**src/rtl/assert_macros.svh**
```systemverilog
// ---------------------------------------------------------------------------
// Assertion macros
// Shared shorthand for the concurrent checks written in the RTL.
// ---------------------------------------------------------------------------
`ifndef ASSERT_MACROS_SVH
`define ASSERT_MACROS_SVH

// Implication checked at every rising edge outside reset.
`define ASSERT_IMPLIES(label, clk, rst_n, ante, cons) \
    label: assert property (@(posedge clk) disable iff (!rst_n) (ante) |-> (cons)) \
        else $error("implication check failed");

// Condition that must hold at every rising edge outside reset.
`define ASSERT_ALWAYS(label, clk, rst_n, cond) \
    label: assert property (@(posedge clk) disable iff (!rst_n) (cond)) \
        else $error("invariant check failed");

`endif

```
**src/rtl/ccvi_pkg.sv**
```systemverilog
// ---------------------------------------------------------------------------
// ccvi_pkg
// Types, codes and weight tables for the cube cell volume integrator.
// ---------------------------------------------------------------------------
package ccvi_pkg;

    localparam int INDEX_BITS_DEF  = 10;
    localparam int SAMPLE_BITS_DEF = 32;
    localparam int VOL_BITS        = 42;
    localparam int FORM_BITS       = 3;
    localparam int WEIGHT_BITS     = 7;
    localparam int N_CORNERS       = 8;
    localparam int SEL_BITS        = 4;

    typedef logic [SEL_BITS-1:0]    sel_t;
    typedef logic [FORM_BITS-1:0]   form_t;
    typedef logic [WEIGHT_BITS-1:0] weight_t;

    // Case selected by the inside count and the corner tests.
    localparam sel_t SEL_NONE = 4'd0;
    localparam sel_t SEL_F1   = 4'd1;
    localparam sel_t SEL_F2_G = 4'd2;
    localparam sel_t SEL_F2_D = 4'd3;
    localparam sel_t SEL_F2_F = 4'd4;
    localparam sel_t SEL_F3_A = 4'd5;
    localparam sel_t SEL_F3_B = 4'd6;
    localparam sel_t SEL_F3_G = 4'd7;
    localparam sel_t SEL_F4_G = 4'd8;
    localparam sel_t SEL_F4_D = 4'd9;
    localparam sel_t SEL_F4_F = 4'd10;
    localparam sel_t SEL_F5   = 4'd11;

    localparam form_t FORM_NONE = 3'd0;
    localparam form_t FORM_1    = 3'd1;
    localparam form_t FORM_2    = 3'd2;
    localparam form_t FORM_3    = 3'd3;
    localparam form_t FORM_4    = 3'd4;
    localparam form_t FORM_5    = 3'd5;

    // Control that travels alongside each beat through the pipeline.
    typedef struct packed {
        logic  valid;
        form_t formula;
    } tag_t;

    function automatic form_t sel_formula(input sel_t sel);
        form_t f;
        unique case (sel)
            SEL_F1:                       f = FORM_1;
            SEL_F2_G, SEL_F2_D, SEL_F2_F: f = FORM_2;
            SEL_F3_A, SEL_F3_B, SEL_F3_G: f = FORM_3;
            SEL_F4_G, SEL_F4_D, SEL_F4_F: f = FORM_4;
            SEL_F5:                       f = FORM_5;
            default:                      f = FORM_NONE;
        endcase
        return f;
    endfunction

    // Weight applied to one physical corner. Each formula weights the
    // slots a..h; the permutation says which corner fills each slot, so
    // the corner's weight is that of the slot it lands in.
    function automatic weight_t cube_weight(input sel_t sel, input logic [2:0] corner);
        logic [2:0] perm [N_CORNERS];
        weight_t    base [N_CORNERS];
        weight_t    w;
        perm = '{3'd0, 3'd1, 3'd2, 3'd3, 3'd4, 3'd5, 3'd6, 3'd7};
        base = '{7'd0, 7'd0, 7'd0, 7'd0, 7'd0, 7'd0, 7'd0, 7'd0};
        w    = '0;
        unique case (sel)
            SEL_F1:
            begin
                base = '{7'd33, 7'd33, 7'd33, 7'd51, 7'd33, 7'd51, 7'd51, 7'd75};
            end
            SEL_F2_G, SEL_F2_D, SEL_F2_F:
            begin
                base = '{7'd47, 7'd19, 7'd19, 7'd5, 7'd19, 7'd5, 7'd5, 7'd1};
            end
            SEL_F3_A, SEL_F3_B, SEL_F3_G:
            begin
                base = '{7'd70, 7'd80, 7'd80, 7'd70, 7'd38, 7'd52, 7'd52, 7'd38};
            end
            SEL_F4_G, SEL_F4_D, SEL_F4_F:
            begin
                base = '{7'd89, 7'd85, 7'd85, 7'd71, 7'd85, 7'd71, 7'd71, 7'd43};
            end
            SEL_F5:
            begin
                base = '{7'd90, 7'd90, 7'd90, 7'd90, 7'd90, 7'd90, 7'd90, 7'd90};
            end
            default:
            begin
                base = '{7'd0, 7'd0, 7'd0, 7'd0, 7'd0, 7'd0, 7'd0, 7'd0};
            end
        endcase
        unique case (sel)
            SEL_F2_G, SEL_F3_G, SEL_F4_G:
            begin
                perm = '{3'd6, 3'd7, 3'd4, 3'd5, 3'd2, 3'd3, 3'd0, 3'd1};
            end
            SEL_F2_D, SEL_F4_D:
            begin
                perm = '{3'd3, 3'd2, 3'd1, 3'd0, 3'd7, 3'd6, 3'd5, 3'd4};
            end
            SEL_F2_F, SEL_F4_F:
            begin
                perm = '{3'd5, 3'd4, 3'd7, 3'd6, 3'd1, 3'd0, 3'd3, 3'd2};
            end
            SEL_F3_A:
            begin
                perm = '{3'd3, 3'd7, 3'd2, 3'd6, 3'd1, 3'd5, 3'd0, 3'd4};
            end
            SEL_F3_B:
            begin
                perm = '{3'd5, 3'd7, 3'd1, 3'd3, 3'd4, 3'd6, 3'd0, 3'd2};
            end
            default:
            begin
                perm = '{3'd0, 3'd1, 3'd2, 3'd3, 3'd4, 3'd5, 3'd6, 3'd7};
            end
        endcase
        for (int p = 0; p < N_CORNERS; p++)
        begin
            if (perm[p] == corner)
            begin
                w = base[p];
            end
        end
        return w;
    endfunction

endpackage

```
**src/rtl/ccvi_weight_lane.sv**
```systemverilog
// ---------------------------------------------------------------------------
// ccvi_weight_lane
// One corner: multiplies its sample by the weight that the selected case
// gives this corner, product registered.
// ---------------------------------------------------------------------------
module ccvi_weight_lane
    import ccvi_pkg::*;
#(
    parameter int         SAMPLE_BITS = SAMPLE_BITS_DEF,
    parameter logic [2:0] CORNER      = 3'd0
)
(
    input  logic                                      clk,
    input  logic                                      load,
    input  sel_t                                      sel,
    input  logic signed [SAMPLE_BITS-1:0]             sample,
    output logic signed [SAMPLE_BITS+WEIGHT_BITS:0]   product
);

    localparam int PROD_W = SAMPLE_BITS + WEIGHT_BITS + 1;

    logic signed [WEIGHT_BITS:0] weight;
    logic signed [PROD_W-1:0]    product_next;
    logic signed [PROD_W-1:0]    product_reg;

    always_comb
    begin
        weight       = signed'({1'b0, cube_weight(sel, CORNER)});
        product_next = PROD_W'(sample) * PROD_W'(weight);
    end

    always_ff @(posedge clk)
    begin
        if (load)
        begin
            product_reg <= product_next;
        end
    end

    assign product = product_reg;

endmodule

```
**config.mk**
```make
export PLATFORM = sky130hd
export DESIGN_NAME = ccvi_weight_lane
export DESIGN_NICKNAME = d
export VERILOG_FILES = /design/src/rtl/assert_macros.svh /design/src/rtl/ccvi_pkg.sv /design/src/rtl/ccvi_weight_lane.sv
export SDC_FILE = /design/constraint.sdc
export NUM_CORES = 1
export LEC_CHECK = 0
export ABC_AREA = 1
export BUFFER_PORTS_ARGS = -buffer_cell sky130_fd_sc_hd__clkbuf_2
export CORE_ASPECT_RATIO = 2
export CORE_MARGIN = 3
export CORE_UTILIZATION = 38
export DETAILED_ROUTE_END_ITERATION = 10
export GPL_TIMING_DRIVEN = 0
export SYNTH_ARGS = -nofsm -noshare
export SYNTH_HDL_FRONTEND = slang
export SYNTH_SLANG_ARGS = --single-unit
```
**constraint.sdc**
```tcl
create_clock -name clk -period 9.6 [get_ports clk]
set_input_delay 0 -clock clk [delete_from_list [all_inputs] [get_ports clk]]
set_output_delay 0 -clock clk [all_outputs]
set_load 0.01 [all_outputs]
```
After elaboration in Yosys (flattened, before gate mapping)

Memory sizes are Yosys's and may differ from the RTL's.
Cells that the tools add are included.

$mul: 1
Multiplexer cells: 8
Reduce and logical (&&, ||, !) cells: 8

Operators by type and width:

| operator                    | number |
|---|---|
| two-way mux 7 bit           | 8 |
| multiplier 32 x 8 -> 40 bit | 1 |
| zero test 3 bit             | 8 |

Flip-flop bits (word level): 40
Memory bits (read-only): 1280
Word-level logic and storage cells: 20
Memories kept: 2

Memory list:

| name            | depth | width | read ports | clocked after Yosys merged registers in | write ports | line           | source |
|---|---|---|---|---|---|---|---|
| (no name shown) | 16    | 56    | 1          | 0                                       | 0           | ccvi_pkg.sv:69 | `unique case (sel)` |
| (no name shown) | 16    | 24    | 1          | 0                                       | 0           | ccvi_pkg.sv:95 | `unique case (sel)` |

Depth between registers and ports, before layout

An unclocked memory read counts as a cell.

Depth after elaboration: 11
Mapped depth: 39

Least setup slack after synthesis

No wires, ideal clock.

Path kind: input -> register
Start: input port sel[0]
End: register product_reg[29], in the netlist product[29], data pin
Library setup time: 0.265 ns
Arrival time: 5.122 ns
Required time: 9.335 ns
Slack: 4.212 ns
Stages on the path: 33
Cells stage by stage: inv_1 ha_1 nand2_2 nand2_1 nor2_1 nand2_1 nand2_2 nand2_1 nand2_2 inv_2 nand2_1 nand2_1 nand2_1 nand2_2 nand2_1 buf_2 nor2_1 fa_1 inv_1 fa_1 inv_1 fa_1 inv_1 fa_1 inv_1 ha_1 nand2_1 o21ai_0 nor2_1 o21ai_0 a21oi_1 o21ai_0 xor2_1

Longest elaborated chain between the ends: 11

RTL lines:

| element                         | line                   | source |
|---|---|---|
| start: declaration              | ccvi_weight_lane.sv:15 | `input sel_t sel,` |
| memory read (16 x 24 bit)       | n/a                    |  |
| zero test 3 bit                 | ccvi_pkg.sv:123        | `if (perm[p] == corner)` |
| two-way mux 7 bit (7 in a row)  | ccvi_pkg.sv:123        |  |
| two-way mux 7 bit (*)           | ccvi_pkg.sv:123        |  |
| multiplier 32 x 8 -> 40 bit (*) | ccvi_weight_lane.sv:29 | `product_next = PROD_W'(sample) * PROD_W'(weight);` |
| net product_next[29]            | ccvi_weight_lane.sv:23 | `logic signed [PROD_W-1:0] product_next;` |
| end signal: assignment          | ccvi_weight_lane.sv:36 | `product_reg <= product_next;` |
| end: declaration                | ccvi_weight_lane.sv:24 | `logic signed [PROD_W-1:0] product_reg;` |

The timed path passes the listed nets; every way through them passes the cells marked *.
A chain may end at the register's enable or synchronous reset.

Worst setup path in the final report

Start: input port sel[0]
End: register product_reg[30], in the netlist product[30], data pin

The elaborated chain is that of the path after synthesis.

==> results.md <==
- Seq/Total Area, Yosys: 11.93%
- Synth-to-Final Area Change: 9.667%
- Vias post-DR: 8682
- LEAKAGE: 6.027 nW
- Gr busiest metal: met2
- Post-DP HPWL: 26650 microns
- Worst-path clk slew: 0.06 ns
- Setup Buffers After CTS: 0
- Synth area leader: fa_1
- Slew margin rel.: 21.26%
- # fillers: 2667
- First-pass GRT wire length: 47350 microns
- Switching part of the total: 55.74%
- Sum Neg Setup Slack: 0 ns
- Post-CTS resize count: 0
- Crit path largest cell delay: 0.92 ns
- Clock power share: 5.5%
- Post-synth EDFFs: 40
- Combinational share of power: 82.4%
- Nets: 1681
- CP max FO: 10
- Netlist Area Pre-Place: 0.01007 sq mm
- Critical Path AT: 7.20 ns
- Final instance count without filler cells: 1730
- Buffers added on ports: 77
- Met2 Resource Use GR: 43.18%
- Inserted Clock Buffers: 5
- Syn Area/Cell: 7.716 sq um
- CP most frequent cell: inv_1
- Worst vdd ir: 0.1002 mV
- Met1 Track Usage GR: 20.41%
- Internal power: 1.498 mW
- Initial antenna violation count: 0
- N_diodes: 0
- Worst Setup End Kind: flip-flop
- CTS H-tree depth: 2
- Met3 GRT Util: 1.248%
- Seq pwr share: 12.1%
- DRC viols: 0
- Routed Antenna Nets: 0
- Die X: 121.1 microns
- Util after Layout: 42.71%
- Drt first pass iters: 5
- Layout cells sized above 1: 10.00%
- Synth top area cells: fa_1 (33%), edfxtp_1 (12%), ha_1 (11%)
- Total grt overflow: 0
- Synthesized net count: 1597
- Main synth FF type: edfxtp_1
- Pin count of the biggest net entering global routing: 41
- Outcome: completed
- GR Util All Layers: 21.49%
- Routed WL: 30150 microns
- Root buf cell: clkbuf_16
- CP Launch Type: input pin
- Cells after DPL: 1722
- Initial core utilization: 38.94%
- # rows: 83
- Slowest CP cell: o21ai_0
- Peak Freq: 139.5 MHz
- Initial DRC count: 489
- Yosys warns: 0
- Hold_buf cts: 0
- RePlAce Congestion: 0.9718
- Max Slew Vio Count: 0
- I/O pins: 78
- WL per Instance: 17.43 microns
- Max FFs per register: 40
- Psw: 1.887 mW
- CORE AREA: 0.02586 sq mm
- Pwr Total: 3.385 mW
- Worst slew pin tran: 1.169 ns
- Netlist cell types: 33
- Die Footprint: 0.02861 sq mm
- Final Cycle Share: 74.68%
- Cells after synthesis: 1305
- Final setup fails: 0
- Clock sink count: 40
- Critical Path RT: 9.63 ns
- Vias in the first global route: 9336
- DIE HEIGHT: 236.2 microns
- Max cap viols: 0
- RSZ-0062 raised after global routing: no
- Synth Register Bits: 40
- Via-to-Cell Ratio: 5.018
- CTS tree: yes
- Fin. Hold Viols: 0
- Asr flop ratio synth: 0%
- Worst hold path type: input pin to flip-flop
- Crit path time final: 7.169 ns
- Post-synth top area share: 33.00%
- Clock Tree Buf Depth: 2
- WS Path Type: input pin to flip-flop
- PD cells: 306.5 mW/mm^2
[final timing paths]
check / from / cells after the start / to / slack, ns
setup / recovery: sel[0] / 30 / product[30]$_DFFE_PP_ / 2.43
hold / removal: sample[0] / 3 / product[0]$_DFFE_PP_ / 0.19
[cell type report]
class                           count  area (sq um)  area share [%]
Tap cell                          340         425.4           3.852
Inverter                          295          1107           10.03
Sequential cell                    40          1201           10.88
Buffer                             26         168.9           1.530
Timing Repair Buffer               77         385.4           3.490
Multi-Input combinational cell    944          7592           68.75
Clock buffer                        5         125.1           1.133
Clock inverter                      3         37.54          0.3399
[worst max-delay path, delay by kind of cell]
family | cells | cell delay [ns]
adders and majority gates | 6 | 2.62
and+or+nand+nor | 10 | 1.54
buffers and inverters | 10 | 1.05
xor gates and xnor gates | 1 | 0.24
AOI/OAI and AO/OA | 3 | 1.71
[logic make-up after synthesis]
family,count (synthesis),share of synthesized area [%]
AOI/OAI and AO/OA,122,6.958
xor gates and xnor gates,37,3.218
adders and majority gates,254,43.94
buffers and inverters,321,12.67
DFF,40,11.93
and+or+nand+nor,531,21.28
[metal layers]
| metal | up-vias | wire length, microns |
|---|---|---|
| met5 | - | 0 |
| met4 | 0 | 1897 |
| met3 | 93 | 819 |
| met2 | 255 | 17460 |
| met1 | 4218 | 9975 |
| li1 | 4116 | - |
[layout by cell type (no fill, tap or decap), types with 6 or more instances in the layout]
cell / n
xor2_1: 22
inv_1: 288
buf_2: 18
o21ai_1: 8
nand2_1: 166
ha_1: 88
o21ai_0: 31
nor2_1: 281
nor2_2: 15
fa_1: 166
nor3_1: 6
nand3_1: 47
o21bai_1: 9
a21oi_1: 45
a31oi_1: 8
xnor2_1: 15
clkbuf_2: 77
a21o_1: 10
nand2_2: 6
inv_2: 6
edfxtp_1: 40
[power groups by stage]
stage	combinational, mW	sequential, mW	clock, mW
floorplan	1.92	0.462	0
global placement	2.74	0.414	0
detailed placement	2.78	0.416	0
CTS	2.79	0.413	0.190
global route	3.14	0.418	0.195
finish	2.79	0.410	0.187
[Yosys cell counts (4+ instances only)]
cell and n:
a21oi_1 45, o21ai_0 31, buf_6 5, o21ai_1 8, inv_2 6, xor2_1 22, ha_1 88, a21o_1 10
nor2_2 15, o211ai_1 4, nor2_1 281, inv_1 288, nand4_1 5, fa_1 166, nor3_1 6, nand3_1 47
xnor2_1 15, edfxtp_1 40, a31oi_1 8, o21bai_1 9, nand2_2 6, buf_2 18, nand2_1 166
[stage by stage]
stage / setup WS, ns / hold slack [ns] / area, sq um
global placement: 2.380 / 0.4192 / 10880
CTS: 2.714 / 0.1802 / 11040
detailed placement: 2.406 / 0.4188 / 10880
global route: 2.371 / 0.2383 / 11040
finish: 2.431 / 0.1898 / 11040
floorplan: 4.212 / 0.1125 / 10070
(Power assumes the default switching activity.)
