## src/rtl/assert_macros.svh

```systemverilog
// ---------------------------------------------------------------------------
// Assertion macros
// Shared shorthand for the concurrent checks written in the RTL.
// ---------------------------------------------------------------------------
`ifndef ASSERT_MACROS_SVH
`define ASSERT_MACROS_SVH

// Implication checked at every rising edge outside reset.
`define ASSERT_IMPLIES(label, clk, rst_n, ante, cons) \
    label: assert property (@(posedge clk) disable iff (!rst_n) (ante) |-> (cons)) \
        else $error("implication check failed");

// Condition that must hold at every rising edge outside reset.
`define ASSERT_ALWAYS(label, clk, rst_n, cond) \
    label: assert property (@(posedge clk) disable iff (!rst_n) (cond)) \
        else $error("invariant check failed");

`endif

```

## src/rtl/ccvi_pkg.sv

```systemverilog
// ---------------------------------------------------------------------------
// ccvi_pkg
// Types, codes and weight tables for the cube cell volume integrator.
// ---------------------------------------------------------------------------
package ccvi_pkg;

    localparam int INDEX_BITS_DEF  = 10;
    localparam int SAMPLE_BITS_DEF = 32;
    localparam int VOL_BITS        = 42;
    localparam int FORM_BITS       = 3;
    localparam int WEIGHT_BITS     = 7;
    localparam int N_CORNERS       = 8;
    localparam int SEL_BITS        = 4;

    typedef logic [SEL_BITS-1:0]    sel_t;
    typedef logic [FORM_BITS-1:0]   form_t;
    typedef logic [WEIGHT_BITS-1:0] weight_t;

    // Case selected by the inside count and the corner tests.
    localparam sel_t SEL_NONE = 4'd0;
    localparam sel_t SEL_F1   = 4'd1;
    localparam sel_t SEL_F2_G = 4'd2;
    localparam sel_t SEL_F2_D = 4'd3;
    localparam sel_t SEL_F2_F = 4'd4;
    localparam sel_t SEL_F3_A = 4'd5;
    localparam sel_t SEL_F3_B = 4'd6;
    localparam sel_t SEL_F3_G = 4'd7;
    localparam sel_t SEL_F4_G = 4'd8;
    localparam sel_t SEL_F4_D = 4'd9;
    localparam sel_t SEL_F4_F = 4'd10;
    localparam sel_t SEL_F5   = 4'd11;

    localparam form_t FORM_NONE = 3'd0;
    localparam form_t FORM_1    = 3'd1;
    localparam form_t FORM_2    = 3'd2;
    localparam form_t FORM_3    = 3'd3;
    localparam form_t FORM_4    = 3'd4;
    localparam form_t FORM_5    = 3'd5;

    // Control that travels alongside each beat through the pipeline.
    typedef struct packed {
        logic  valid;
        form_t formula;
    } tag_t;

    function automatic form_t sel_formula(input sel_t sel);
        form_t f;
        unique case (sel)
            SEL_F1:                       f = FORM_1;
            SEL_F2_G, SEL_F2_D, SEL_F2_F: f = FORM_2;
            SEL_F3_A, SEL_F3_B, SEL_F3_G: f = FORM_3;
            SEL_F4_G, SEL_F4_D, SEL_F4_F: f = FORM_4;
            SEL_F5:                       f = FORM_5;
            default:                      f = FORM_NONE;
        endcase
        return f;
    endfunction

    // Weight applied to one physical corner. Each formula weights the
    // slots a..h; the permutation says which corner fills each slot, so
    // the corner's weight is that of the slot it lands in.
    function automatic weight_t cube_weight(input sel_t sel, input logic [2:0] corner);
        logic [2:0] perm [N_CORNERS];
        weight_t    base [N_CORNERS];
        weight_t    w;
        perm = '{3'd0, 3'd1, 3'd2, 3'd3, 3'd4, 3'd5, 3'd6, 3'd7};
        base = '{7'd0, 7'd0, 7'd0, 7'd0, 7'd0, 7'd0, 7'd0, 7'd0};
        w    = '0;
        unique case (sel)
            SEL_F1:
            begin
                base = '{7'd33, 7'd33, 7'd33, 7'd51, 7'd33, 7'd51, 7'd51, 7'd75};
            end
            SEL_F2_G, SEL_F2_D, SEL_F2_F:
            begin
                base = '{7'd47, 7'd19, 7'd19, 7'd5, 7'd19, 7'd5, 7'd5, 7'd1};
            end
            SEL_F3_A, SEL_F3_B, SEL_F3_G:
            begin
                base = '{7'd70, 7'd80, 7'd80, 7'd70, 7'd38, 7'd52, 7'd52, 7'd38};
            end
            SEL_F4_G, SEL_F4_D, SEL_F4_F:
            begin
                base = '{7'd89, 7'd85, 7'd85, 7'd71, 7'd85, 7'd71, 7'd71, 7'd43};
            end
            SEL_F5:
            begin
                base = '{7'd90, 7'd90, 7'd90, 7'd90, 7'd90, 7'd90, 7'd90, 7'd90};
            end
            default:
            begin
                base = '{7'd0, 7'd0, 7'd0, 7'd0, 7'd0, 7'd0, 7'd0, 7'd0};
            end
        endcase
        unique case (sel)
            SEL_F2_G, SEL_F3_G, SEL_F4_G:
            begin
                perm = '{3'd6, 3'd7, 3'd4, 3'd5, 3'd2, 3'd3, 3'd0, 3'd1};
            end
            SEL_F2_D, SEL_F4_D:
            begin
                perm = '{3'd3, 3'd2, 3'd1, 3'd0, 3'd7, 3'd6, 3'd5, 3'd4};
            end
            SEL_F2_F, SEL_F4_F:
            begin
                perm = '{3'd5, 3'd4, 3'd7, 3'd6, 3'd1, 3'd0, 3'd3, 3'd2};
            end
            SEL_F3_A:
            begin
                perm = '{3'd3, 3'd7, 3'd2, 3'd6, 3'd1, 3'd5, 3'd0, 3'd4};
            end
            SEL_F3_B:
            begin
                perm = '{3'd5, 3'd7, 3'd1, 3'd3, 3'd4, 3'd6, 3'd0, 3'd2};
            end
            default:
            begin
                perm = '{3'd0, 3'd1, 3'd2, 3'd3, 3'd4, 3'd5, 3'd6, 3'd7};
            end
        endcase
        for (int p = 0; p < N_CORNERS; p++)
        begin
            if (perm[p] == corner)
            begin
                w = base[p];
            end
        end
        return w;
    endfunction

endpackage

```

## src/rtl/ccvi_inside_lane.sv

```systemverilog
// ---------------------------------------------------------------------------
// ccvi_inside_lane
// One corner: triangle-inequality test on its grid position, registered
// together with its sample.
// ---------------------------------------------------------------------------
module ccvi_inside_lane
    import ccvi_pkg::*;
#(
    parameter int         INDEX_BITS  = INDEX_BITS_DEF,
    parameter int         SAMPLE_BITS = SAMPLE_BITS_DEF,
    parameter logic [2:0] CORNER      = 3'd0
)
(
    input  logic                          clk,
    input  logic                          load,
    input  logic [INDEX_BITS-1:0]         index_i,
    input  logic [INDEX_BITS-1:0]         index_j,
    input  logic [INDEX_BITS-1:0]         index_k,
    input  logic signed [SAMPLE_BITS-1:0] sample,
    output logic                          in_region,
    output logic signed [SAMPLE_BITS-1:0] sample_out
);

    logic [INDEX_BITS:0]   x, y, z;
    logic [INDEX_BITS+1:0] yz, xz, xy;
    logic                  inside_next;
    logic                  inside_reg;
    logic signed [SAMPLE_BITS-1:0] sample_reg;

    always_comb
    begin
        x  = {1'b0, index_i} + {{INDEX_BITS{1'b0}}, CORNER[0]};
        y  = {1'b0, index_j} + {{INDEX_BITS{1'b0}}, CORNER[1]};
        z  = {1'b0, index_k} + {{INDEX_BITS{1'b0}}, CORNER[2]};
        yz = {1'b0, y} + {1'b0, z};
        xz = {1'b0, x} + {1'b0, z};
        xy = {1'b0, x} + {1'b0, y};
        inside_next = !(({1'b0, x} > yz) || ({1'b0, y} > xz) || ({1'b0, z} > xy));
    end

    always_ff @(posedge clk)
    begin
        if (load)
        begin
            inside_reg <= inside_next;
            sample_reg <= sample;
        end
    end

    assign in_region  = inside_reg;
    assign sample_out = sample_reg;

endmodule

```

## config.mk

```make
export PLATFORM = sky130hd
export DESIGN_NAME = ccvi_inside_lane
export DESIGN_NICKNAME = d
export VERILOG_FILES = /design/src/rtl/assert_macros.svh /design/src/rtl/ccvi_pkg.sv /design/src/rtl/ccvi_inside_lane.sv
export SDC_FILE = /design/constraint.sdc
export NUM_CORES = 1
export LEC_CHECK = 0
export BUFFER_PORTS_ARGS = -buffer_cell sky130_fd_sc_hd__buf_2
export CORE_AREA = 2 2 100 102
export CTS_CLUSTER_SIZE = 16
export DETAILED_ROUTE_END_ITERATION = 10
export DIE_AREA = 0 0 102 104
export PLACE_DENSITY_LB_ADDON = 0.1
export SYNTH_ARGS = -nofsm -noshare
export SYNTH_HDL_FRONTEND = slang
export SYNTH_SLANG_ARGS = --single-unit
export TNS_END_PERCENT = 20
```

## constraint.sdc

```tcl
create_clock -name clk -period 3.6 [get_ports clk]
set_input_delay 1.08 -clock clk [delete_from_list [all_inputs] [get_ports clk]]
set_output_delay 1.08 -clock clk [all_outputs]
set_load 0.01 [all_outputs]
```

Word level (Yosys, flattened, before mapping)
Cells that the tools add are included.

cells by class
  add/sub/neg operators = 3
  order comparisons = 3
  reductions and logical operators = 3

operators by type and width
  cell                           number
  adder 10 x 10 -> 11 bit        3
  > comparator 10 x 11 -> 1 bit  3
  logical OR 1 bit               2
  logical NOT 1 bit              1

word-level totals
  flip-flop bits (word level) = 33
  input bits = 64
  output and inout bits = 33
  word-level logic and storage cells = 11

Depth between registers and ports, before layout
Gate-level depths: netlist of the first run.

  depth in word-level cells = 5
  depth in mapped cells = 15
  gate-level depth less buffers = 15

Worst setup path after synthesis of the first run
No wires, ideal clock.

  kind = input -> register
  start point = input port index_i[0]
  end point = register inside_reg, in the netlist in_region (data pin)
  setup time = 0.267 ns
  data arrival time = 3.338 ns
  required time = 3.333 ns
  path slack = -0.005 ns
  stages = 15
  buffers on the path = 0
  cells stage by stage = ha_1 -> fa_1 -> nand2_1 -> a21oi_1 -> o311ai_2 -> nand2b_1 -> a21oi_1 -> xor2_1 -> ha_1 -> nand3_1 -> nor3_1 -> a211oi_1 -> o21ai_0 -> o32ai_1 -> a31oi_1

on the way
  cells in the longest elaborated chain, start to end = 5
  elaborated cells on any way between the ends = 8
  classes of those cells = add/sub: 2; order compare: 3; reduce/logical: 3

ends and longest elaborated chain
  item                           RTL line                RTL
  from (decl)                    ccvi_inside_lane.sv:16  input logic [INDEX_BITS-1:0] index_i,
  adder 10 x 10 -> 11 bit        ccvi_inside_lane.sv:36  xz = {1'b0, x} + {1'b0, z};
  > comparator 10 x 11 -> 1 bit  ccvi_inside_lane.sv:38  inside_next = !(({1'b0, x} > yz) || ({1'b0, y} > xz) || ({1'b0, z} > xy));
  logical OR 1 bit               ccvi_inside_lane.sv:38
  logical OR 1 bit *             ccvi_inside_lane.sv:38
  logical NOT 1 bit *            ccvi_inside_lane.sv:38
  net inside_next                ccvi_inside_lane.sv:26  logic inside_next;
  to (signal assigned)           ccvi_inside_lane.sv:45  inside_reg <= inside_next;
  to (decl)                      ccvi_inside_lane.sv:27  logic inside_reg;

The timed path passes the listed nets; every way through them passes the cells marked *.
A chain may end at the register's enable or synchronous reset.

Worst setup path in the final report of the first run
Ends and elaborated chain as after synthesis.

==> results of run 1 <==
[state kept, by name, indices dropped and copies added, names as in the netlist]
name	count
sample_out	32
in_region	1
[placed cells by master, fill, tap and decap left out, types with 2 or more instances in the layout]
cell	Yosys	layout
xnor2_1	9	9
nor2_1	15	15
o21ai_1	1	3
xor2_1	12	12
nand3_1	8	6
o21bai_1	5	5
a211oi_1	3	3
ha_1	60	58
buf_6	0	5
nand3b_1	2	2
inv_1	12	12
nor2b_1	3	3
a21oi_1	22	15
a31o_1	2	2
or2_1	2	2
fa_2	0	3
buf_4	0	57
buf_2	0	92
nand3_2	0	2
nor3_1	6	6
ha_4	0	2
a21oi_2	1	7
a21o_1	7	7
o21ai_2	2	2
o21ai_0	12	10
edfxtp_1	33	33
a21o_2	2	2
nand2_1	16	15
o21a_1	6	6
nand2b_1	2	2
clkbuf_8	0	5
[worst max path at each step]
stage	start	depth (start not counted)	to
4_1_cts	index_i[0]	16	in_region$_DFFE_PP_
3_3_place_gp	index_j[0]	14	in_region$_DFFE_PP_
3_5_place_dp	index_j[0]	14	in_region$_DFFE_PP_
6_report	index_i[0]	13	in_region$_DFFE_PP_
2_1_floorplan	index_i[0]	15	in_region$_DFFE_PP_
5_1_grt	index_j[1]	14	in_region$_DFFE_PP_
[through the flow]
stage           util  cells
3_5_place_dp   0.404    543
3_3_place_gp   0.404    543
5_1_grt        0.428    553
6_report       0.428    553
2_1_floorplan      -    260
4_1_cts        0.420    550
[layer usage]
layer	part of all wire	up-vias	wire length, microns
li1	-	1306	-
met4	0.018	0	146
met3	0.031	13	245
met5	0	-	0
met1	0.47	1143	3730
met2	0.49	47	3890
[cell type report]
cell class | count | area [sq um]
clock buffer | 5 | 68.8
clock inverter | 1 | 5.00
fill | 1009 | 5460
inverter | 12 | 45.0
multi-input combinational | 215 | 1870
sequential | 33 | 991
tap | 133 | 166
timing repair buffer | 154 | 945
[worst max-delay path, cell delays in order]
cell	delay [ns]
buf_2	0.13
ha_1	0.23
fa_2	0.36
nand2_1	0.11
a21oi_2	0.09
o311a_1	0.33
o31a_1	0.26
a21o_2	0.19
ha_1	0.28
o21a_1	0.11
nor2_1	0.04
a311oi_1	0.25
a31oi_1	0.12
[timing repair]
item,4_1_cts,5_1_grt
resized for setup,14,15
endpoints found under the setup margin,1,1
pin swaps,7,17
buffers inserted,1,3
[logic make-up after synthesis]
group | share of synthesized area
fa+ha+maj | 0.289
simple gates | 0.0951
compound gates | 0.180
flops | 0.354
buf+inv | 0.0161
xor+xnor | 0.0657
[power by group]
part	switching [mW]	internal [mW]
combinational	0.312	0.308
clock	0.127	0.127
sequential	0.00751	0.461
total	0.446	0.895
==> impl_metrics.ini, run 1 <==
[run_status]
outcome = completed

[routing]
drc = 0
antenna_left = 0
wl_per_cell_microns = 14.5
vias = 2509
drt_first_pass_iters = 4
vias_per_cell = 4.54
routed_wl_microns = 8010
drt_iter0_drc = 70

[synthesis]
synthTopCellsByArea = edfxtp_1 (35%), ha_1 (27%), a21oi_1 (3.9%), xor2_1 (3.8%), xnor2_1 (2.8%)
syn_area_sq_um = 2800
synth.most_common_cell = ha_1
ys.flop_type = edfxtp_1
syn_nets = 387
synth_warnings = 0
synth_cells = 260
yosys.area.top_type_share = 0.354
synth_top_area_cell = edfxtp_1
netlist_top_cells_count = ha_1 (60), edfxtp_1 (33), a21oi_1 (22)
synth-edff-count = 33
synthDistinctLibCells = 39
synth-seq-cells = 33
ys_async_sr_fraction = 0
avgSynthCellArea_sq_um = 10.8
ys_seq_area_frac = 0.354

[placement]
place_area_sq_um = 3860
dpl.hpwl_microns = 6890
port_buffers = 96
post-place-ws_ns = -0.453
gp_congestion = 0.782

[clock_network]
clkTransAtPathRegs_ns = 0.06
cts_inserted_buffers = 5
ctsLongestPathBuffers = 2
cts_sinks = 33
clockRootBuffer = clkbuf_8
cts.hold.buffers_added = 0
ctsHtreeMaxLevel = 2
cts_tree = built

[floorplanning]
rows = 36
coreArea_sq_um = 9550
die_w_microns = 102
dieHeight_microns = 104
dieArea_sq_um = 10600
pin_count = 97
initial_core_util = 0.293

[timing]
worst_pin_slew_ns = 0.733
finalHoldViolCount = 0
rsz0062_at_grt = true
setup_viol_count_final = 0
setup_ws_ns = 0.0423
finalSetupTns_ns = 0
period_share = 0.988
fmax_mhz = 281
whs_ns = 0.973
max_slew_margin = 0.511
min_period_ns = 3.56
slew_violations = 0

[power_and_ir_drop]
powerDensity_nw_per_um2 = 328
report.power.total_mw = 1.34
power.leakage_nw = 1.95
ir_drop_uv = 127

[global_route]
grt_pass1_wl_microns = 12800
met3_usage = 0.0235
grt_busiest_layer = met2
grt_max_degree = 34
grtUsageMet2 = 0.268
first_global_vias = 2668
antenna_found_initial = 0
overflow = 0
met1_usage = 0.204
grt.total_usage = 0.156

[setup_path]
cp_max_fo = 3
critPathKind = in2reg
end_kind = register
arrival_ns = 3.58
required_ns = 3.62
crit_path_start_kind = input port

[cells_and_area]
drive_above_1_share = 0.440
insertedDiodeCount = 0
area_delta_synth_final_pct = 46.0
fin_nets = 548
post-route-cell-area_sq_um = 4090

[worst_hold_path]
min_to = sample_out[18]$_DFFE_PP_
min_from = sample[18]
hold_depth = 1
worstHoldPathType = in2reg

[job]
maxCapViolCount = 0
(Power assumes the default switching activity.)
==> run 2, diff against run 1 <==
Clock period 3.6 ns to 4.45 ns, I/O delays scaled along.
==> run 2 against run 1 <==
Effect of this change: flip-flop and latch count is the same; cell area is 12% lower; clock power grew 33%; sequential share of layout area grew 3.2 points; routed wire length is 2.4% lower; non-clock buffer count is 54 lower; global-route usage shrank 0.58 points; critical path depth is 3 higher; combinational power down 33%; die area stayed put; worst setup slack better by 0.34 ns.
==> impl_metrics.ini, run 2 (synthesis gave the netlist of run 1 again) <==
[timing]
finalHoldViolCount = 0
rsz0062_at_grt = false
slew_violations = 0
min_period_ns = 4.07
max_slew_margin = 0.503
worst_pin_slew_ns = 0.746
fmax_mhz = 246
setup_viol_count_final = 0
finalSetupTns_ns = 0
whs_ns = 1.22
period_share = 0.914

[routing]
drc = 0
routed_wl_microns = 7810
wl_per_cell_microns = 15.6
vias = 2317
antenna_left = 0
drt_first_pass_iters = 6
vias_per_cell = 4.62
drt_iter0_drc = 85

[floorplanning]
coreArea_sq_um = 9550
pin_count = 97
rows = 36
dieArea_sq_um = 10600
initial_core_util = 0.293
dieHeight_microns = 104
die_w_microns = 102

[setup_path]
worstPathCellList = buf_2 -> ha_1 -> fa_1 -> nand2_1 -> a21oi_1 -> o311ai_2 -> nand2b_1 -> a21oi_1 -> xor2_1 -> ha_1 -> nand3_1 -> nor3_1 -> a211oi_1 -> o21ai_0 -> o32ai_1 -> a31oi_1
worstPathBufferInverterCount = 1
worst_path_max_delay_cell = fa_1
end_kind = register
arrival_ns = 4.10
critPathTopFamily = compound AO/OA/AOI/OAI gates
crit_path_start_kind = input port
critPathKind = in2reg
cp_max_fo = 3
required_ns = 4.48
crit_path_max_incr_delay_ns = 0.41

[global_route]
overflow = 0
first_global_vias = 2321
grt_max_degree = 34
grt.total_usage = 0.150
antenna_found_initial = 0
grt_pass1_wl_microns = 12200

[cells_and_area]
drive_above_1_share = 0.315
area_delta_synth_final_pct = 28.9
layout_commonest_cell = buf_2
final-instance-count-excl-fill = 501
insertedDiodeCount = 0
final_cell_mix = buf_2 (96), ha_1 (60), edfxtp_1 (33)
fin_nets = 494
fin_util = 0.378
largest_register_ffs = 32
n_fill_cell = 994

[clock_network]
cts_inserted_buffers = 5
ctsLongestPathBuffers = 2
clkTransAtPathRegs_ns = 0.07
cts_sinks = 33
cts_tree = built
ctsResizeCount = 0
ctsHtreeMaxLevel = 2
clockRootBuffer = clkbuf_8
cts.hold.buffers_added = 0
post_cts_buffers = 0

[job]
maxCapViolCount = 0

[placement]
port_buffers = 96
gp_congestion = 0.753
dpl.hpwl_microns = 6610
placed_cells = 493

[worst_hold_path]
worstHoldPathType = in2reg

[power_and_ir_drop]
ir_drop_uv = 119
power.leakage_nw = 1.70
powerDensity_nw_per_um2 = 313
report.power.total_mw = 1.13

[run_status]
outcome = completed
## run 2: cell types whose count changed in the layout (fill, tap and decap cells not counted), moves of 3 or more
cell     previous run  this run
a21oi_1            15        22
buf_2              92        96
fa_1                0         3
buf_6               5         0
fa_2                3         0
a21oi_2             7         1
buf_4              57         4
## run 2: power breakdown
part	internal [mW]	switching (mW)	total, mW
Combinational	0.188	0.225	0.413
Clock	0.223	0.117	0.339
Sequential	0.373	0.00666	0.379
## run 2: area by class of cell
cell class                      instances  area [sq um]  share of cell area
Multi-Input combinational cell        215          1770               0.489
Clock buffer                            5          68.8              0.0191
Inverter                               12          45.0              0.0125
Tap cell                              133           166              0.0461
Timing Repair Buffer                  100           510               0.141
Clock inverter                          3          65.1              0.0180
Sequential cell                        33           991               0.274
## run 2: metal layers
metal | part of all wire | vias up | global-route usage
met3 | 0.046 | 4 | 0.0323
li1 | - | 1201 | -
met1 | 0.47 | 1056 | 0.202
met4 | 0.0069 | 0 | 0.0286
met5 | 0 | - | 0
met2 | 0.48 | 56 | 0.248
## run 2: worst paths after layout
check	cells after the start	startpoint	end	slack, ns
worst max-delay path	16	index_i[0]	in_region$_DFFE_PP_	0.38
worst min-delay path	1	sample[14]	sample_out[14]$_DFFE_PP_	1.22
## run 2: stage by stage
| stage | setup WS (ns) | instance area (sq um) |
|---|---|---|
| after global routing | 0.169 | 3610 |
| after floorplan | 0.590 | 2800 |
| final | 0.384 | 3610 |
| after global placement | 0.142 | 3480 |
| after CTS | 0.397 | 3610 |
| after detailed placement | 0.119 | 3480 |
