<file path="src/rtl/assert_macros.svh">
// ---------------------------------------------------------------------------
// Assertion macros
// Shared shorthand for the concurrent checks written in the RTL.
// ---------------------------------------------------------------------------
`ifndef ASSERT_MACROS_SVH
`define ASSERT_MACROS_SVH

// Implication checked at every rising edge outside reset.
`define ASSERT_IMPLIES(label, clk, rst_n, ante, cons) \
    label: assert property (@(posedge clk) disable iff (!rst_n) (ante) |-> (cons)) \
        else $error("implication check failed");

// Condition that must hold at every rising edge outside reset.
`define ASSERT_ALWAYS(label, clk, rst_n, cond) \
    label: assert property (@(posedge clk) disable iff (!rst_n) (cond)) \
        else $error("invariant check failed");

`endif

</file>
<file path="src/rtl/ccvi_pkg.sv">
// ---------------------------------------------------------------------------
// ccvi_pkg
// Types, codes and weight tables for the cube cell volume integrator.
// ---------------------------------------------------------------------------
package ccvi_pkg;

    localparam int INDEX_BITS_DEF  = 10;
    localparam int SAMPLE_BITS_DEF = 32;
    localparam int VOL_BITS        = 42;
    localparam int FORM_BITS       = 3;
    localparam int WEIGHT_BITS     = 7;
    localparam int N_CORNERS       = 8;
    localparam int SEL_BITS        = 4;

    typedef logic [SEL_BITS-1:0]    sel_t;
    typedef logic [FORM_BITS-1:0]   form_t;
    typedef logic [WEIGHT_BITS-1:0] weight_t;

    // Case selected by the inside count and the corner tests.
    localparam sel_t SEL_NONE = 4'd0;
    localparam sel_t SEL_F1   = 4'd1;
    localparam sel_t SEL_F2_G = 4'd2;
    localparam sel_t SEL_F2_D = 4'd3;
    localparam sel_t SEL_F2_F = 4'd4;
    localparam sel_t SEL_F3_A = 4'd5;
    localparam sel_t SEL_F3_B = 4'd6;
    localparam sel_t SEL_F3_G = 4'd7;
    localparam sel_t SEL_F4_G = 4'd8;
    localparam sel_t SEL_F4_D = 4'd9;
    localparam sel_t SEL_F4_F = 4'd10;
    localparam sel_t SEL_F5   = 4'd11;

    localparam form_t FORM_NONE = 3'd0;
    localparam form_t FORM_1    = 3'd1;
    localparam form_t FORM_2    = 3'd2;
    localparam form_t FORM_3    = 3'd3;
    localparam form_t FORM_4    = 3'd4;
    localparam form_t FORM_5    = 3'd5;

    // Control that travels alongside each beat through the pipeline.
    typedef struct packed {
        logic  valid;
        form_t formula;
    } tag_t;

    function automatic form_t sel_formula(input sel_t sel);
        form_t f;
        unique case (sel)
            SEL_F1:                       f = FORM_1;
            SEL_F2_G, SEL_F2_D, SEL_F2_F: f = FORM_2;
            SEL_F3_A, SEL_F3_B, SEL_F3_G: f = FORM_3;
            SEL_F4_G, SEL_F4_D, SEL_F4_F: f = FORM_4;
            SEL_F5:                       f = FORM_5;
            default:                      f = FORM_NONE;
        endcase
        return f;
    endfunction

    // Weight applied to one physical corner. Each formula weights the
    // slots a..h; the permutation says which corner fills each slot, so
    // the corner's weight is that of the slot it lands in.
    function automatic weight_t cube_weight(input sel_t sel, input logic [2:0] corner);
        logic [2:0] perm [N_CORNERS];
        weight_t    base [N_CORNERS];
        weight_t    w;
        perm = '{3'd0, 3'd1, 3'd2, 3'd3, 3'd4, 3'd5, 3'd6, 3'd7};
        base = '{7'd0, 7'd0, 7'd0, 7'd0, 7'd0, 7'd0, 7'd0, 7'd0};
        w    = '0;
        unique case (sel)
            SEL_F1:
            begin
                base = '{7'd33, 7'd33, 7'd33, 7'd51, 7'd33, 7'd51, 7'd51, 7'd75};
            end
            SEL_F2_G, SEL_F2_D, SEL_F2_F:
            begin
                base = '{7'd47, 7'd19, 7'd19, 7'd5, 7'd19, 7'd5, 7'd5, 7'd1};
            end
            SEL_F3_A, SEL_F3_B, SEL_F3_G:
            begin
                base = '{7'd70, 7'd80, 7'd80, 7'd70, 7'd38, 7'd52, 7'd52, 7'd38};
            end
            SEL_F4_G, SEL_F4_D, SEL_F4_F:
            begin
                base = '{7'd89, 7'd85, 7'd85, 7'd71, 7'd85, 7'd71, 7'd71, 7'd43};
            end
            SEL_F5:
            begin
                base = '{7'd90, 7'd90, 7'd90, 7'd90, 7'd90, 7'd90, 7'd90, 7'd90};
            end
            default:
            begin
                base = '{7'd0, 7'd0, 7'd0, 7'd0, 7'd0, 7'd0, 7'd0, 7'd0};
            end
        endcase
        unique case (sel)
            SEL_F2_G, SEL_F3_G, SEL_F4_G:
            begin
                perm = '{3'd6, 3'd7, 3'd4, 3'd5, 3'd2, 3'd3, 3'd0, 3'd1};
            end
            SEL_F2_D, SEL_F4_D:
            begin
                perm = '{3'd3, 3'd2, 3'd1, 3'd0, 3'd7, 3'd6, 3'd5, 3'd4};
            end
            SEL_F2_F, SEL_F4_F:
            begin
                perm = '{3'd5, 3'd4, 3'd7, 3'd6, 3'd1, 3'd0, 3'd3, 3'd2};
            end
            SEL_F3_A:
            begin
                perm = '{3'd3, 3'd7, 3'd2, 3'd6, 3'd1, 3'd5, 3'd0, 3'd4};
            end
            SEL_F3_B:
            begin
                perm = '{3'd5, 3'd7, 3'd1, 3'd3, 3'd4, 3'd6, 3'd0, 3'd2};
            end
            default:
            begin
                perm = '{3'd0, 3'd1, 3'd2, 3'd3, 3'd4, 3'd5, 3'd6, 3'd7};
            end
        endcase
        for (int p = 0; p < N_CORNERS; p++)
        begin
            if (perm[p] == corner)
            begin
                w = base[p];
            end
        end
        return w;
    endfunction

endpackage

</file>
<file path="src/rtl/ccvi_merge.sv">
// ---------------------------------------------------------------------------
// ccvi_merge
// Two-level registered adder tree over the eight lane products; the
// second level is the result register.
// ---------------------------------------------------------------------------
module ccvi_merge
    import ccvi_pkg::*;
#(
    parameter int PROD_W = SAMPLE_BITS_DEF + WEIGHT_BITS + 1
)
(
    input  logic                        clk,
    input  logic                        rst_n,
    input  tag_t                        tag_in,
    input  logic signed [PROD_W-1:0]    product [N_CORNERS],
    output tag_t                        tag_out,
    output logic signed [VOL_BITS-1:0]  volume
);

    localparam int PAIR_W = PROD_W + 1;
    localparam int SUM_W  = PROD_W + 3;
    localparam int N_PAIR = N_CORNERS / 2;

    logic signed [PAIR_W-1:0]   pair_next [N_PAIR];
    logic signed [PAIR_W-1:0]   pair_reg  [N_PAIR];
    logic signed [SUM_W-1:0]    sum_next;
    logic signed [VOL_BITS-1:0] volume_reg;
    tag_t                       tag_mid_reg;
    tag_t                       tag_out_reg;

    always_comb
    begin
        for (int p = 0; p < N_PAIR; p++)
        begin
            pair_next[p] = PAIR_W'(product[2*p]) + PAIR_W'(product[2*p+1]);
        end
        sum_next = SUM_W'(pair_reg[0]) + SUM_W'(pair_reg[1])
                 + SUM_W'(pair_reg[2]) + SUM_W'(pair_reg[3]);
    end

    always_ff @(posedge clk or negedge rst_n)
    begin
        if (!rst_n)
        begin
            tag_mid_reg <= '0;
            tag_out_reg <= '0;
        end
        else
        begin
            tag_mid_reg <= tag_in;
            tag_out_reg <= tag_mid_reg;
        end
    end

    // The sum is wrapped to the result width, which matches the exact
    // value whenever it fits.
    always_ff @(posedge clk)
    begin
        if (tag_in.valid)
        begin
            pair_reg <= pair_next;
        end
        if (tag_mid_reg.valid)
        begin
            volume_reg <= VOL_BITS'(sum_next);
        end
    end

    assign tag_out = tag_out_reg;
    assign volume  = volume_reg;

endmodule

</file>
<file path="config.mk">
export PLATFORM = sky130hd
export DESIGN_NAME = ccvi_merge
export DESIGN_NICKNAME = d
export VERILOG_FILES = /design/src/rtl/assert_macros.svh /design/src/rtl/ccvi_pkg.sv /design/src/rtl/ccvi_merge.sv
export SDC_FILE = /design/constraint.sdc
export NUM_CORES = 1
export LEC_CHECK = 0
export BUFFER_PORTS_ARGS = -buffer_cell sky130_fd_sc_hd__buf_2
export CORE_ASPECT_RATIO = 0.6
export CORE_MARGIN = 5
export CORE_UTILIZATION = 25
export CTS_BUF_LIST = sky130_fd_sc_hd__clkbuf_16
export DETAILED_ROUTE_END_ITERATION = 6
export GPL_TIMING_DRIVEN = 0
export PLACE_DENSITY = 0.52
export SYNTH_ARGS = -nofsm -noshare
export SYNTH_HDL_FRONTEND = slang
export SYNTH_SLANG_ARGS = --single-unit
</file>
<file path="constraint.sdc">
create_clock -name clk -period 4.35 [get_ports clk]
set_clock_uncertainty 0.05 [all_clocks]
set_input_delay 0.87 -clock clk [delete_from_list [all_inputs] [get_ports clk]]
set_output_delay 0.87 -clock clk [all_outputs]
set_load 0.03 [all_outputs]
</file>
Word-level counts from Yosys, hierarchy flattened
Index checks and enable logic that the tools add are counted.
Widths: inputs -> output; s select.

word-level totals
  register bits after elaboration = 214
  latch bits = 0
  bits in writable memories = 0
  ROM bits = 0
  input bits = 326
  output and inout bits = 46
  word-level logic and storage cells = 16
  memories kept = 0

operators by class
  add/subtract/negate cells = 7
  multiply operators = 0
  div/mod/pow operators = 0
  magnitude comparators = 0
  eq/ne operators = 0
  shifts and indexed selects = 0
  multiplexer cells = 0
  bitwise logic cells = 0
  reduce and logical (&&, ||, !) cells = 0

operators with widths
  cell            count
  $add 40x40->41  4
  $add 42x41->42  2
  $add 41x41->42  1

Depth between registers and ports, before layout
Gate-level depths: netlist of run 1.

  depth after elaboration = 3
  gate-level depth with buffers = 15
  depth with buffers taken out = 14

Least setup slack after synthesis of run 1
No wires, ideal clock.

  path kind = register -> register
  start point = register pair_reg[1] (netlist bit)
  end point = register volume_reg[35], in the netlist volume[35], data pin
  setup time = 0.263 ns
  arrival = 3.690 ns
  data required time = 4.037 ns
  path slack = 0.347 ns
  cell stages (with the launch flop) = 14
  buffers on the path = 0
  period minus slack after synthesis = 4.003 ns
  path through = edfxtp_1 > fa_1 > fa_1 > ha_1 > fa_1 > a211oi_1 > o21a_1 > a211o_1 > nand3_1 > a211o_1 > a21oi_1 > a41oi_1 > a311oi_1 > xnor2_1

on the way
  longest elaborated chain between the ends = 1

ends and longest elaborated chain
  what                      RTL line          text
  start: declaration        ccvi_merge.sv:25  logic signed [PAIR_W-1:0] pair_reg [N_PAIR];
  start signal: assignment  ccvi_merge.sv:61  pair_reg <= pair_next;
  $add 42x41->42            ccvi_merge.sv:38  + SUM_W'(pair_reg[2]) + SUM_W'(pair_reg[3]);
  net sum_next[35]          ccvi_merge.sv:26  logic signed [SUM_W-1:0] sum_next;
  end signal: assignment    ccvi_merge.sv:65  volume_reg <= VOL_BITS'(sum_next);
  end: declaration          ccvi_merge.sv:27  logic signed [VOL_BITS-1:0] volume_reg;

The timed path passes the listed nets, and every way through them passes these cells.
A chain may end at the register's enable or synchronous reset.

Final worst setup path of run 1
Ends and elaborated chain as after synthesis.

==> results_dict.tcl, run 1 <==
set metrics [dict create \
    yosys.area.top_type "edfxtp_1" \
    maxSlewViolCount 0 \
    tns_ns 0 \
    clk_pin_slew_worst_paths_ns 0.06 \
    cp_max_fo 5 \
    place_congestion 0.900 \
    grt_pass1_wl_mm 96.1 \
    end_kind "register" \
    use_met3 0.0374 \
    internal-power_uw 7750 \
    fin_crit_ns 4.25 \
    ir_drop_mv 0.263 \
    yosys_warnings 0 \
    synth_compound_area_frac 0.198 \
    cts_tree "yes" \
    power_density_mw_per_mm2 583 \
    drc 0 \
    hold_viol 0 \
    synth-main-ff-cell "edfxtp_1" \
    period_share 0.978 \
    slew_headroom 0.336 \
    worstSetupPathType "reg -> reg" \
    met1_usage 0.233 \
    async_flop_share 0.0374 \
    vias_per_cell 4.56 \
    status "finished, final reports clean" \
    cts_buffers 28 \
    dp_hpwl_mm 55.3 \
    synth-edff-count 206 \
    grt.total_usage 0.150 \
    critPathLaunchType "register" \
    crit_start "pair_reg[1]" \
    instances_no_fill 3540 \
    r2r_start "pair_reg[1]" \
    yosysTopAreaCellShare 0.318 \
    switching_share 0.440 \
    worstPathArrival_ns 4.48 \
    tightest_slew_ns 0.985 \
    grt_pass1_vias 15800 \
    synth_common_cells "inv_1 (273), edfxtp_1 (206), ha_1 (201)" \
    dpl.cell_count 3465 \
    clk_latency_ns 0.55 \
    cts.sinks 214 \
    nets 3062 \
    wl_mm 65.0 \
    die_h_um 226 \
    top_usage_layer "met1" \
    grt_max_degree 100 \
    maxCapViolations 0 \
    fp-row-count 79 \
    synthSimpleGateAreaFrac 0.114 \
    post_drt_wl_per_cell_um 18.4 \
    p_comb_frac 0.599 \
    cts_root_buffer "clkbuf_16" \
    ys_seq_area_frac 0.329 \
    postSynthCellCount 2039 \
    synth_seq_cells 214 \
    drt_first_pass_iters 6 \
    power.switching_uw 6090 \
    hold_class "in -> async" \
    dieWidth_um 370 \
    p_leak_uw 0.0108 \
    grt_use_met2 0.208 \
    cts_max_path_buffers 3 \
    clock.fmax_mhz 235 \
    drtAntennaViolNets 0 \
    largest_reg_flops 164 \
    grt.overflow.total 0 \
    syn_to_final_growth_pct 22.1 \
    yosys.area_share.adder 0.218 \
    synth_area_mm2 0.0194 \
    synthTopCellsByArea "edfxtp_1 (32%), ha_1 (13%), fa_1 (8.9%)" \
    coreArea_mm2 0.0773 \
    grt_antenna_before_repair 30 \
    clkPwrFrac 0.159 \
    hold_buffers 0 \
    syn-num-nets 2652 \
    htreeDepth 1 \
    synthXorXnorAreaFrac 0.0811 \
    pin_count 372 \
    synthMuxAreaShare 0.000515 \
    dr_total_vias 16100 \
    seqPwrFrac 0.242 \
    start_util 0.251 \
    setup_viol_count_final 0 \
    synth_area_per_cell_um2 9.53 \
    die_area_mm2 0.0836 \
    yosysMostFrequentCell "inv_1" \
    numPortBuffers 371 \
    first_iter_violations 899 \
    drive_above_1_share 0.182 \
    synthDistinctLibCells 74 \
    cp.required_ns 4.58 \
    synth_top_family_by_area "adder cells" \
]
placed cells by master (no fill, tap or decap), types with 26 or more instances in the layout:
master     Yosys  routed
a21o_1       100     100
a21oi_1      190     189
and3_1        30      30
buf_2          0     370
clkbuf_1      40      40
clkbuf_16      0      29
edfxtp_1     206     206
fa_1          86      85
ha_1         201     200
inv_1        273     281
nand2_1      132     132
nand3_1       43      42
nor2_1       103     103
nor3_1        31      31
o21a_1        27      26
o21ai_0       80      80
xnor2_1      122     122
xor2_1        58      58
power by group through the flow:
| stage | registers [uW] | clock network (uW) | logic, uW |
|---|---|---|---|
| after global routing | 3400 | 2360 | 9260 |
| after floorplan | 3760 | 0 | 5270 |
| after detailed placement | 3400 | 0 | 7890 |
| final | 3350 | 2200 | 8280 |
| after global placement | 3400 | 0 | 7900 |
| after CTS | 3360 | 2280 | 8070 |
per-stage QoR:
stage               total power (uW)  hold slack [ns]  setup slack (ns)  utilization  cell area [um^2]
floorplan                       9040            0.281             0.347            -             19400
global route                   15000           0.0807           -0.0263        0.307             23700
finish                         13800           0.0976            0.0952        0.307             23700
global placement               11300            0.283            -0.355        0.293             22600
CTS                            13700           0.0636           -0.0474        0.305             23600
detailed placement             11300            0.286            -0.359        0.293             22700
cells by family (layout without fill, tap and decap cells):
group,after synthesis,after routing
flip-flops,214,214
multiplexers,1,1
buffers and inverters,313,745
other,0,16
AO/OA/AOI/OAI,592,592
AND/OR/NAND/NOR,452,452
adder cells (fa/ha/maj),287,287
XOR/XNOR,180,180
final timing paths:
check / cells past startpoint / to / slack, ns
hold reg to reg: 0 / tag_out[0] / 0.29
setup reg to reg: 13 / volume[35] / 0.1
setup / recovery: 13 / volume[35] / 0.1
max in group asynchronous: 1 / tag_mid_reg[3] / 3.98
min in group clk: 0 / tag_out[0] / 0.29
hold / removal: 1 / tag_out[3] / 0.1
worst max-delay path, cell delays in order (launching register included):
cell and delay, ns:
edfxtp_1 0.46, fa_1 0.58, fa_1 0.42, ha_2 0.21
fa_2 0.42, a211oi_2 0.22, o21a_2 0.21, a211o_1 0.15
nand3_2 0.14, a211o_4 0.34, a21oi_4 0.16, a41oi_2 0.17
a311oi_2 0.32, xnor2_1 0.13
per-layer routing:
metal	vias to the layer above	part of all wire
met3	93	0.073
met2	389	0.39
met1	7501	0.52
met5	-	0.0024
met4	24	0.018
li1	8130	-
cell type report:
| cell class | count | area [um^2] |
|---|---|---|
| Fill cell | 8262 | 53600 |
| Multi-Input combinational cell | 1512 | 12000 |
| Sequential cell | 214 | 6390 |
| Timing Repair Buffer | 380 | 1970 |
| Tap cell | 1053 | 1320 |
| Inverter | 273 | 1020 |
| Clock buffer | 29 | 726 |
| Buffer | 40 | 150 |
| Clock inverter | 23 | 149 |
| Antenna cell | 16 | 40.0 |
what timing repair did:
| item | 4_1_cts | 5_1_grt |
|---|---|---|
| resized for setup | 11 | 7 |
| setup endpoints to repair | 11 | 9 |
| pin swaps | 4 | 6 |
| gates cloned | 0 | 0 |
| buffers inserted | 0 | 7 |
Power figures use the tool's default switching activity.
==> run 2, diff against run 1 <==
BUFFER_PORTS_ARGS = default   (was -buffer_cell sky130_fd_sc_hd__buf_2)
DONT_BUFFER_PORTS = 1   (was default)
MAX_ROUTING_LAYER = met4   (was default)
PLACE_DENSITY = 0.48   (was 0.52)
==> results_dict.tcl, run 2 (synthesis gave the netlist of run 1 again) <==
set metrics [dict create \
    highest_layer "met4" \
    numPortBuffers 0 \
    period_share 0.971 \
    start_util 0.251 \
    dieWidth_um 370 \
    slew_headroom 0.415 \
    critPathLaunchType "register" \
    postLayoutCoreUtil 0.284 \
    dp_hpwl_mm 57.6 \
    place_congestion 0.925 \
    maxSlewViolCount 0 \
    setup_viol_count_final 0 \
    final_area_mm2 0.0220 \
    max_stage_delay_ns 0.58 \
    drc 0 \
    layout_commonest_cell "inv_1" \
    worstPathCellList "fa_1 > fa_1 > ha_2 > fa_2 > a211oi_1 > o21a_2 > a211o_1 > nand3_2 > a41oi_2 > a21bo_1 > o31ai_2 > o41ai_2 > xnor2_1" \
    wl_met1_mm 36.4 \
    grt_max_degree 166 \
    grt_pass1_wl_mm 98.2 \
    fillers 8172 \
    syn_to_final_growth_pct 13.1 \
    htreeDepth 1 \
    rsz0062_at_grt "false" \
    holdPathStages 0 \
    tns_ns 0 \
    power_uw 14000 \
    worstPathArrival_ns 4.48 \
    grt.total_usage 0.161 \
    cpMostUsedCell "fa_1" \
    clk_latency_ns 0.56 \
    dr_total_vias 15100 \
    dpl_cell_area_mm2 0.0208 \
    nets 2689 \
    regArea_mm2 0.00639 \
    whs_endpoint "tag_mid_reg[1]" \
    die_h_um 226 \
    grt_antenna_before_repair 9 \
    reg2reg_depth 13 \
    fin_crit_ns 4.22 \
    clock.fmax_mhz 237 \
    hold_slack_ns 0.290 \
    hold_viol 0 \
    clk_pin_slew_worst_paths_ns 0.06 \
    cts_root_buffer "clkbuf_16" \
    grt.overflow.total 0 \
    wl_mm 68.0 \
    drtAntennaViolNets 0 \
    grt_pass1_vias 15000 \
    cts_tree "yes" \
    largest_reg_flops 164 \
    cts.sinks 214 \
    worstSetupPathType "reg -> reg" \
    coreArea_mm2 0.0773 \
    status "finished, final reports clean" \
    cp.required_ns 4.60 \
    tightest_slew_ns 0.870 \
    first_iter_violations 1017 \
    drive_above_1_share 0.0386 \
    layout_common_cells "inv_1 (278), edfxtp_1 (206), ha_1 (200)" \
    cts_buffers 29 \
    vias_per_cell 4.78 \
    drt_first_pass_iters 6 \
    post_drt_wl_per_cell_um 21.5 \
    min_from "tag_in[1]" \
    hold_class "in -> reg" \
    cp_max_fo 3 \
    p_leak_uw 0.00942 \
    regToRegSetupSlack_ns 0.13 \
    met3_length_mm 3.40 \
    pin_count 372 \
    power_density_mw_per_mm2 637 \
    cts_max_path_buffers 3 \
    met2WireLength_mm 27.3 \
    multi_input_area_mm2 0.0120 \
    die_area_mm2 0.0836 \
    fp-row-count 79 \
    maxCapViolations 0 \
    r2r_end "volume[41]" \
    r2r_start "pair_reg[1]" \
    ir_drop_mv 0.340 \
    critPathSlowestCell "fa_1" \
    end_kind "register" \
]
## run 2: changes by cell type in the layout (fill, tap and decap cells not counted), moves of 2 or more
cell       delta
buf_2       -370
diode_2       -6
inv_1         -3
clkinv_2      -2
bufinv_16     +6
buf_4         -3
clkinv_1      -2
## run 2: worst max-delay path: cells and delay by family (launching register included)
kind	cells	cell delay (ns)
adders and majority gates	4	1.63
AOI/OAI and AO/OA	7	1.56
DFF	1	0.47
and+or+nand+nor	1	0.13
xor gates and xnor gates	1	0.12
## run 2: worst max-delay path by stage
stage / endpoint / startpoint / cells after the start
after floorplan: volume[35] / pair_reg[1] / 13
after global placement: volume[35] / pair_reg[1] / 13
after detailed placement: volume[41] / pair_reg[1] / 13
after CTS: volume[35] / pair_reg[1] / 13
after global routing: volume[41] / pair_reg[13] / 14
final: volume[41] / pair_reg[1] / 13
## run 2: through the flow
stage	std cells	worst slack [ns]
after floorplan	2039	0.347
after global placement	3092	-0.378
after detailed placement	3093	-0.430
after CTS	3151	0.0445
after global routing	3158	0.00428
final	3161	0.125
## run 2: what timing repair did
item	CTS	global route
resized for setup	11	7
hold buffers	1	0
endpoints found under the hold margin	8	0
buffers inserted	4	0
pin swaps	4	2
endpoints found under the setup margin	14	9
## run 2: final cells by class
cell class	instances	share of cell area
Antenna cell	10	0.00114
Buffer	40	0.00683
Clock buffer	29	0.0330
Clock inverter	24	0.0144
Inverter	273	0.0466
Multi-Input combinational cell	1512	0.545
Sequential cell	214	0.291
Tap cell	1053	0.0599
Timing Repair Buffer	6	0.00273
## run 2: power breakdown
group	switching (uW)	leakage, uW	internal (uW)
clock	926	0.000523	1670
sequential	695	0.00211	3200
combinational	4530	0.00679	2980
## run 2: routing by layer
| layer | track usage | vias up |
|---|---|---|
| met5 | - | - |
| met4 | 0.0247 | 0 |
| met3 | 0.0258 | 49 |
| met2 | 0.223 | 391 |
| met1 | 0.247 | 7290 |
| li1 | - | 7368 |
